$ cat src/assert_macros.svh
// Assertion macros for the RTL of the open-slot table.
`ifndef ASSERT_MACROS_SVH
`define ASSERT_MACROS_SVH
`ifndef SYNTHESIS
// Property must hold at every clock edge outside reset.
`define SOT_ASSERT(lbl, clk, rstn, prop, msg) \
  lbl: assert property (@(posedge clk) disable iff (!rstn) (prop)) else $error(msg);
// Condition must never be true at a clock edge outside reset.
`define SOT_NEVER(lbl, clk, rstn, cond, msg) \
  lbl: assert property (@(posedge clk) disable iff (!rstn) !(cond)) else $error(msg);
`else
`define SOT_ASSERT(lbl, clk, rstn, prop, msg)
`define SOT_NEVER(lbl, clk, rstn, cond, msg)
`endif
`endif

$ cat src/sot_pkg.sv
// Types and constants of the shared open-slot table.
package sot_pkg;

  localparam int KEY_W       = 16;
  localparam int GRANT_W     = 4;
  localparam int CLOSE_IDX_W = 4;
  localparam int SOT_SLOTS   = 16;
  localparam int SOT_MAX_READERS = 255;

  localparam logic OP_OPEN  = 1'b0;
  localparam logic OP_CLOSE = 1'b1;

  typedef enum logic [1:0] {
    STAT_OK       = 2'd0,
    STAT_FULL     = 2'd1,
    STAT_CONFLICT = 2'd2,
    STAT_LIMIT    = 2'd3
  } sot_status_e;

  typedef enum logic [2:0] {
    UPD_NONE,
    UPD_CLAIM_RD,
    UPD_CLAIM_WR,
    UPD_ADD_READER,
    UPD_CLOSE
  } sot_upd_e;

  // Update command broadcast to all cells; only the selected cell acts on it.
  typedef struct packed {
    sot_upd_e         kind;
    logic [KEY_W-1:0] key;
  } sot_upd_t;

  // Flags of the search record that travels down the chain.
  typedef struct packed {
    logic hit;
    logic hit_wr;
    logic free;
  } sot_flags_t;

endpackage

$ cat src/sot_cell.sv
// One slot of the table: slot state plus one stage of the search chain.
module sot_cell import sot_pkg::*; #(
  parameter int SLOT_ID = 0,
  parameter int IDX_W   = 4,
  parameter int SEL_W   = 4,
  parameter int CNT_W   = 8
) (
  input  logic             clk_i,
  input  logic             rst_ni,
  input  logic             rec_vld_i,
  input  logic [KEY_W-1:0] rec_key_i,
  input  sot_flags_t       rec_flags_i,
  input  logic [IDX_W-1:0] rec_hit_idx_i,
  input  logic [CNT_W-1:0] rec_hit_cnt_i,
  input  logic [IDX_W-1:0] rec_free_idx_i,
  output logic             rec_vld_o,
  output logic [KEY_W-1:0] rec_key_o,
  output sot_flags_t       rec_flags_o,
  output logic [IDX_W-1:0] rec_hit_idx_o,
  output logic [CNT_W-1:0] rec_hit_cnt_o,
  output logic [IDX_W-1:0] rec_free_idx_o,
  input  sot_upd_t         upd_i,
  input  logic [SEL_W-1:0] upd_sel_i
);

  logic             in_use_q, in_use_d;
  logic             wr_q, wr_d;
  logic [CNT_W-1:0] cnt_q, cnt_d;
  logic [KEY_W-1:0] key_q;
  logic             key_we;
  logic             sel_me;
  logic             match;
  logic             take_free;

  logic             vld_q;
  logic [KEY_W-1:0] key_rec_q;
  sot_flags_t       flags_q;
  logic [IDX_W-1:0] hit_idx_q, free_idx_q;
  logic [CNT_W-1:0] hit_cnt_q;

  assign sel_me = (upd_sel_i == SEL_W'(SLOT_ID));

  always_comb begin
    in_use_d = in_use_q;
    wr_d     = wr_q;
    cnt_d    = cnt_q;
    key_we   = 1'b0;
    if (sel_me) begin
      case (upd_i.kind)
        UPD_CLAIM_RD: begin
          in_use_d = 1'b1;
          wr_d     = 1'b0;
          cnt_d    = CNT_W'(1);
          key_we   = 1'b1;
        end
        UPD_CLAIM_WR: begin
          in_use_d = 1'b1;
          wr_d     = 1'b1;
          cnt_d    = '0;
          key_we   = 1'b1;
        end
        UPD_ADD_READER: begin
          cnt_d = cnt_q + CNT_W'(1);
        end
        UPD_CLOSE: begin
          if (cnt_q > CNT_W'(1)) begin
            cnt_d = cnt_q - CNT_W'(1);
          end else begin
            in_use_d = 1'b0;
            wr_d     = 1'b0;
            cnt_d    = '0;
          end
        end
        default: begin
          in_use_d = in_use_q;
        end
      endcase
    end
  end

  always_ff @(posedge clk_i or negedge rst_ni) begin
    if (!rst_ni) begin
      in_use_q <= 1'b0;
      wr_q     <= 1'b0;
      cnt_q    <= '0;
    end else begin
      in_use_q <= in_use_d;
      wr_q     <= wr_d;
      cnt_q    <= cnt_d;
    end
  end

  always_ff @(posedge clk_i) begin
    if (key_we) begin
      key_q <= upd_i.key;
    end
  end

  // A later matching cell overrides an earlier one, so the highest slot wins.
  assign match     = in_use_q && (key_q == rec_key_i);
  assign take_free = !in_use_q && !rec_flags_i.free;

  always_ff @(posedge clk_i or negedge rst_ni) begin
    if (!rst_ni) begin
      vld_q <= 1'b0;
    end else begin
      vld_q <= rec_vld_i;
    end
  end

  always_ff @(posedge clk_i) begin
    key_rec_q      <= rec_key_i;
    flags_q.hit    <= rec_flags_i.hit || match;
    flags_q.hit_wr <= match ? wr_q : rec_flags_i.hit_wr;
    flags_q.free   <= rec_flags_i.free || !in_use_q;
    hit_idx_q      <= match ? IDX_W'(SLOT_ID) : rec_hit_idx_i;
    hit_cnt_q      <= match ? cnt_q : rec_hit_cnt_i;
    free_idx_q     <= take_free ? IDX_W'(SLOT_ID) : rec_free_idx_i;
  end

  assign rec_vld_o      = vld_q;
  assign rec_key_o      = key_rec_q;
  assign rec_flags_o    = flags_q;
  assign rec_hit_idx_o  = hit_idx_q;
  assign rec_hit_cnt_o  = hit_cnt_q;
  assign rec_free_idx_o = free_idx_q;

endmodule

$ cat src/shared_open_slot_table.sv
// Shared open-slot table: a row of slot cells searched by a record passed down the chain.
//
// Each slot lives in a cell of its own. An open request enters the first cell when it is
// accepted and moves one cell per clock, gathering the highest matching slot and the lowest
// free slot; when it leaves the last cell the decision is made and the chosen cell updated.
// An open therefore stays in work until its record has passed every cell, so its time in
// work is set by the length of the cell chain; a close updates its cell in S_CLOSE alone.
// busy is high while an item is in work. The result appears on granted_slot_o and
// status_o with done_o, which is high for exactly one cycle, and the receiver cannot
// stall it; a new item may be accepted while done_o is high. Closes beyond slot 15 are not
// possible, and granted_slot_o holds the low four bits of the slot number.
`include "assert_macros.svh"

module shared_open_slot_table import sot_pkg::*; #(
  parameter int SLOTS       = SOT_SLOTS,
  parameter int MAX_READERS = SOT_MAX_READERS
) (
  input  logic               clk_i,
  input  logic               rst_ni,
  input  logic               start,
  output logic               busy,
  input  logic               opcode_i,
  input  logic [KEY_W-1:0]   object_key_i,
  input  logic               write_mode_i,
  input  logic [CLOSE_IDX_W-1:0] slot_index_i,
  output logic               done_o,
  output logic [GRANT_W-1:0] granted_slot_o,
  output logic [1:0]         status_o
);

  localparam int IDX_W = (SLOTS > 1) ? $clog2(SLOTS) : 1;
  localparam int SEL_W = (IDX_W > CLOSE_IDX_W) ? IDX_W : CLOSE_IDX_W;
  localparam int CNT_W = $clog2(MAX_READERS + 1);

  typedef enum logic [1:0] {
    S_IDLE,
    S_SCAN,
    S_CLOSE
  } state_e;

  state_e                   state_q;
  logic                     wr_q;
  logic [CLOSE_IDX_W-1:0]   idx_q;
  logic                     done_q;
  logic [GRANT_W-1:0]       granted_q;
  sot_status_e              status_q;

  logic                     accept;
  logic                     ch_vld      [SLOTS+1];
  logic [KEY_W-1:0]         ch_key      [SLOTS+1];
  sot_flags_t               ch_flags    [SLOTS+1];
  logic [IDX_W-1:0]         ch_hit_idx  [SLOTS+1];
  logic [CNT_W-1:0]         ch_hit_cnt  [SLOTS+1];
  logic [IDX_W-1:0]         ch_free_idx [SLOTS+1];

  sot_upd_t                 upd;
  logic [SEL_W-1:0]         upd_sel;
  logic [SEL_W-1:0]         res_grant;
  sot_status_e              res_status;

  assign busy   = (state_q != S_IDLE);
  assign accept = start && !busy;

  // An open request enters the chain at the cycle it is accepted.
  assign ch_vld[0]      = accept && (opcode_i == OP_OPEN);
  assign ch_key[0]      = object_key_i;
  assign ch_flags[0]    = '0;
  assign ch_hit_idx[0]  = '0;
  assign ch_hit_cnt[0]  = '0;
  assign ch_free_idx[0] = '0;

  for (genvar g = 0; g < SLOTS; g++) begin : g_cell
    sot_cell #(
      .SLOT_ID(g),
      .IDX_W  (IDX_W),
      .SEL_W  (SEL_W),
      .CNT_W  (CNT_W)
    ) u_cell (
      .clk_i         (clk_i),
      .rst_ni        (rst_ni),
      .rec_vld_i     (ch_vld[g]),
      .rec_key_i     (ch_key[g]),
      .rec_flags_i   (ch_flags[g]),
      .rec_hit_idx_i (ch_hit_idx[g]),
      .rec_hit_cnt_i (ch_hit_cnt[g]),
      .rec_free_idx_i(ch_free_idx[g]),
      .rec_vld_o     (ch_vld[g+1]),
      .rec_key_o     (ch_key[g+1]),
      .rec_flags_o   (ch_flags[g+1]),
      .rec_hit_idx_o (ch_hit_idx[g+1]),
      .rec_hit_cnt_o (ch_hit_cnt[g+1]),
      .rec_free_idx_o(ch_free_idx[g+1]),
      .upd_i         (upd),
      .upd_sel_i     (upd_sel)
    );
  end

  always_comb begin
    upd.kind   = UPD_NONE;
    upd.key    = ch_key[SLOTS];
    upd_sel    = '0;
    res_grant  = '0;
    res_status = STAT_OK;
    case (state_q)
      S_SCAN: begin
        if (ch_vld[SLOTS]) begin
          if (ch_flags[SLOTS].hit) begin
            if (wr_q || ch_flags[SLOTS].hit_wr) begin
              res_status = STAT_CONFLICT;
            end else if (ch_hit_cnt[SLOTS] >= CNT_W'(MAX_READERS)) begin
              res_status = STAT_LIMIT;
            end else begin
              upd.kind  = UPD_ADD_READER;
              upd_sel   = SEL_W'(ch_hit_idx[SLOTS]);
              res_grant = SEL_W'(ch_hit_idx[SLOTS]);
            end
          end else if (ch_flags[SLOTS].free) begin
            upd.kind  = wr_q ? UPD_CLAIM_WR : UPD_CLAIM_RD;
            upd_sel   = SEL_W'(ch_free_idx[SLOTS]);
            res_grant = SEL_W'(ch_free_idx[SLOTS]);
          end else begin
            res_status = STAT_FULL;
          end
        end
      end
      S_CLOSE: begin
        upd.kind = UPD_CLOSE;
        upd_sel  = SEL_W'(idx_q);
      end
      default: begin
        upd.kind = UPD_NONE;
      end
    endcase
  end

  always_ff @(posedge clk_i or negedge rst_ni) begin
    if (!rst_ni) begin
      state_q   <= S_IDLE;
      wr_q      <= 1'b0;
      idx_q     <= '0;
      done_q    <= 1'b0;
      granted_q <= '0;
      status_q  <= STAT_OK;
    end else begin
      done_q <= 1'b0;
      case (state_q)
        S_IDLE: begin
          if (accept) begin
            wr_q    <= write_mode_i;
            idx_q   <= slot_index_i;
            state_q <= (opcode_i == OP_CLOSE) ? S_CLOSE : S_SCAN;
          end
        end
        S_SCAN: begin
          if (ch_vld[SLOTS]) begin
            done_q    <= 1'b1;
            granted_q <= res_grant[GRANT_W-1:0];
            status_q  <= res_status;
            state_q   <= S_IDLE;
          end
        end
        S_CLOSE: begin
          done_q    <= 1'b1;
          granted_q <= '0;
          status_q  <= STAT_OK;
          state_q   <= S_IDLE;
        end
        default: begin
          state_q <= S_IDLE;
        end
      endcase
    end
  end

  assign done_o         = done_q;
  assign granted_slot_o = granted_q;
  assign status_o       = status_q;

  `SOT_ASSERT(a_done_idle, clk_i, rst_ni, done_o |-> !busy, "result strobe while still busy")
  `SOT_ASSERT(a_tail_in_scan, clk_i, rst_ni, ch_vld[SLOTS] |-> (state_q == S_SCAN), "search record left chain outside a scan")
  `SOT_ASSERT(a_accept_busy, clk_i, rst_ni, accept |=> busy, "accepted item did not raise busy")
  `SOT_NEVER(a_refused_grant, clk_i, rst_ni, done_o && (status_o != STAT_OK) && (granted_slot_o != '0), "refused open reports a slot")

endmodule
$ cat config.mk
export PLATFORM = sky130hd
export DESIGN_NAME = shared_open_slot_table
export DESIGN_NICKNAME = d
export VERILOG_FILES = /design/src/sot_pkg.sv /design/src/sot_cell.sv /design/src/shared_open_slot_table.sv
export VERILOG_INCLUDE_DIRS = /design/src /design/src/src
export SDC_FILE = /design/constraint.sdc
export NUM_CORES = 1
export LEC_CHECK = 0
export BUFFER_PORTS_ARGS = -buffer_cell sky130_fd_sc_hd__buf_2
export CELL_PAD_IN_SITES_DETAIL_PLACEMENT = 0
export CELL_PAD_IN_SITES_GLOBAL_PLACEMENT = 2
export CORE_UTILIZATION = 39
export CTS_CLUSTER_SIZE = 40
export DETAILED_ROUTE_END_ITERATION = 10
export GPL_TIMING_DRIVEN = 0
export HOLD_SLACK_MARGIN = 0.12
export PLACE_DENSITY = 0.83
export SLEW_MARGIN = 25
export SYNTH_ARGS = -nofsm -noshare
export SYNTH_HDL_FRONTEND = slang
export SYNTH_SLANG_ARGS = --single-unit
$ cat constraint.sdc
create_clock -name clk_i -period 3.48 [get_ports clk_i]
set_clock_uncertainty 0.2 [all_clocks]
set_input_delay 1.044 -clock clk_i [delete_from_list [all_inputs] [get_ports clk_i]]
set_output_delay 1.044 -clock clk_i [all_outputs]
set_load 0.02 [all_outputs]
==> impl_metrics.py <==
metrics = {
    "status": {
        "status": "completed",
    },
    "sta": {
        "setup_viol": 0,
        "rsz0062_at_grt": "false",
        "fmax_mhz": 291,
        "min_period_ns": 3.43,
        "whs_ns": 0.146,
        "finalHoldViolCount": 0,
        "final-max-slew-violation-count": 0,
        "slew_headroom_pct": 21.9,
        "timing.final.crit_share_pct": 98.6,
        "fin_tns_setup_ns": 0,
        "worst_pin_slew_ns": 1.17,
        "fin_ws_ns": 0.0470,
    },
    "placed_design": {
        "placed_area_um2": 40100,
        "io_buffers": 32,
        "post-dp-hpwl_um": 81600,
        "dpl_worst_slack_ns": -1.10,
        "finalWeightedCongestion": 0.931,
    },
    "floorplanning": {
        "dieArea_um2": 99000,
        "io_pins": 33,
        "coreArea_um2": 96700,
        "core.rowCount": 114,
        "die_h_um": 315,
        "start_util_pct": 39.4,
        "fp.dieW_um": 315,
    },
    "worst_setup_path": {
        "cp.required_ns": 3.81,
        "crit_slowest_cell": "clkbuf_4",
        "path_cells": "inv_1 > ha_1 > buf_4 > buf_4 > clkbuf_4 > clkbuf_4 > nand3_1 > o31ai_1 > o21ai_0",
        "path_max_fanout": 10,
        "critical_path.max_stage_delay_ns": 0.44,
        "worstSetupEndpointType": "register",
        "worstSetupStartpointType": "register",
        "cp.arrival_ns": 3.76,
        "path_class": "register to register",
        "ff2ff_setup_slack_ns": 0.05,
    },
    "logic_synthesis": {
        "synthFlopType": "dfxtp_1",
        "syn_avg_cell_area_um2": 11.5,
        "syn_nets": 3392,
        "ys_ff_latch": 976,
        "yosys.cell_types.count": 105,
        "synth_area_um2": 38100,
        "synth_cells": 3316,
        "async_flop_share_pct": 19.5,
        "synth-edff-count": 256,
        "ys_seq_area_share_pct": 60.5,
        "synth_warnings": 0,
    },
    "final_layout": {
        "fillers": 8847,
        "design_area_um2": 44700,
        "final_common_cell": "dfxtp_1",
        "final_cell_mix": "dfxtp_1, nand2_1, edfxtp_1",
        "fin_util_pct": 46.2,
        "diodes": 0,
        "finalNetCount": 3576,
        "layout-drive-gt1-share_pct": 15.2,
        "synthToLayoutAreaGrowth_pct": 17.1,
    },
    "routing": {
        "drt_iter0_markers": 2394,
        "totalWireLength_um": 117000,
        "wl_per_cell_um": 24.0,
        "drcViolationCount": 0,
        "routed-via-count": 26600,
        "dr.pass1.iters": 6,
        "ant_nets": 0,
        "viasPerCell": 5.47,
    },
    "global_route": {
        "grt_pass1_wl_um": 172000,
        "antenna_found_initial": 4,
        "grt_max_degree": 73,
        "first_global_vias": 25700,
        "track_usage_pct": 23.5,
        "gr-total-overflow": 0,
    },
    "power_and_ir_drop": {
        "power_density_nw_per_um2": 627,
        "leakage_nw": 17.2,
        "peakVddDrop_uv": 468,
    },
    "clock_tree": {
        "clock_tree.buffer_depth": 3,
        "clk_pin_slew_ns": 0.06,
        "cts-root-buf": "clkbuf_16",
        "numCtsBuffers": 100,
        "insertion_delay_ns": 0.70,
        "cts_sinks": 976,
        "cts_tree": "built",
        "htree_levels": 3,
    },
    "hold_path": {
        "hold_class": "register to register",
    },
    "job": {
        "drv_cap": 0,
    },
}
-- layer usage --
metal | GRT usage, % | up-vias | wire length (um)
met5 | 0 | - | 16
met4 | 8.52 | 2 | 4340
met3 | 4.28 | 249 | 8130
met2 | 37.2 | 1007 | 53000
met1 | 32.0 | 12900 | 51100
li1 | - | 12400 | -
-- worst max-delay path: cells and delay by family (launching register included) --
family | cells | cell delay (ns)
AO/OA/AOI/OAI | 2 | 0.41
adder cells (fa/ha/maj) | 1 | 0.30
flip-flops | 1 | 0.40
AND/OR/NAND/NOR | 1 | 0.26
buffers and inverters | 5 | 1.64
-- cell type report --
type | instances | area [um^2] | area share [%]
Buffer | 167 | 803 | 1.80
Multi-Input combinational cell | 2110 | 14500 | 32.5
Clock buffer | 149 | 2980 | 6.68
Tap cell | 1276 | 1600 | 3.58
Timing Repair Buffer | 84 | 838 | 1.88
Inverter | 61 | 229 | 0.513
Sequential cell | 976 | 23100 | 51.6
Clock inverter | 40 | 644 | 1.44
-- synth_stat cells, types with 11 or more instances --
cell / n / share of area [%]
buf_2: 28 / 0.37
xor2_1: 103 / 2.4
a21oi_1: 94 / 1.2
nor3_1: 93 / 1.2
a31oi_1: 27 / 0.44
o221ai_1: 11 / 0.25
a22oi_1: 12 / 0.24
o31ai_1: 83 / 1.6
and2_1: 38 / 0.62
or4_1: 21 / 0.41
nor2_1: 159 / 1.6
nand2b_1: 68 / 1.1
ha_1: 51 / 1.7
dfrtp_1: 190 / 12
o211ai_1: 16 / 0.32
edfxtp_1: 256 / 20
mux2_2: 99 / 2.9
dfxtp_1: 530 / 28
nand4_1: 49 / 0.80
xnor2_1: 175 / 4.0
a211oi_1: 11 / 0.22
a32oi_1: 17 / 0.39
or3_1: 19 / 0.31
nor2b_1: 27 / 0.44
o22ai_1: 33 / 0.54
nand3_1: 88 / 1.2
a22o_1: 11 / 0.25
and3_1: 27 / 0.44
nand2_1: 262 / 2.6
clkbuf_1: 129 / 1.3
o21ai_0: 199 / 2.6
o32ai_1: 14 / 0.32
nor4_1: 67 / 1.1
o41ai_1: 12 / 0.28
or2_2: 34 / 0.56
mux2i_1: 18 / 0.47
inv_1: 61 / 0.60
-- path summary, 6_finish.rpt --
check                                        endpoint  cells past startpoint                        from
setup / recovery            g_cell[8].u_cell.in_use_q                      9                  state_q[0]
hold / removal             g_cell[7].u_cell.rec_vld_o                      0  g_cell[6].u_cell.rec_vld_o
setup reg to reg            g_cell[8].u_cell.in_use_q                      9                  state_q[0]
hold reg to reg            g_cell[7].u_cell.rec_vld_o                      0  g_cell[6].u_cell.rec_vld_o
max in group asynchronous   g_cell[1].u_cell.cnt_q[4]                      3                      rst_ni
min in group asynchronous                  state_q[0]                      2                      rst_ni
-- timing repair --
action                                  CTS  global route
endpoints found under the setup margin  388           307
pin swaps                                18             6
endpoints found under the hold margin    29             0
setup buffers                            27            14
gates resized for setup                  68            34
hold buffers                              1             0
-- registers in the layout, summed over array words and instances (netlist names), 16 cells and up --
| signal | count |
|---|---|
| g_cell.u_cell.rec_free_idx_o | 49 |
| g_cell.u_cell.rec_key_o | 256 |
| g_cell.u_cell.rec_flags_o | 48 |
| g_cell.u_cell.in_use_q | 16 |
| g_cell.u_cell.rec_vld_o | 16 |
| g_cell.u_cell.rec_hit_idx_o | 49 |
| g_cell.u_cell.key_q | 256 |
| g_cell.u_cell.cnt_q | 128 |
| g_cell.u_cell.wr_q | 16 |
| g_cell.u_cell.rec_hit_cnt_o | 128 |
-- where the power goes --
part | total [mW] | internal, mW | switching (mW) | leakage (nW)
logic | 4.01 | 1.06 | 2.94 | 6.17
registers | 12.5 | 12.1 | 0.391 | 9.29
clock network | 11.5 | 6.84 | 4.68 | 1.77
total | 28.0 | 20.0 | 8.02 | 17.2
-- cell families (layout without fill, tap and decap cells) --
kind of cell / count (synthesis) / in the layout / synth area share [%]
compound gates: 661 / 661 / 12.0
xor+xnor: 278 / 278 / 6.39
fa+ha+maj: 51 / 51 / 1.67
buf+inv: 230 / 501 / 2.42
flops: 976 / 976 / 60.5
mux: 119 / 119 / 3.47
simple gates: 1001 / 1001 / 13.6
-- stage by stage --
stage               instances  total power [mW]
floorplan                3316              14.5
global placement         4624              16.3
detailed placement       4634              16.4
CTS                      4849              27.9
global route             4863              28.8
finish                   4863              28.0
(Power assumes the default switching activity.)
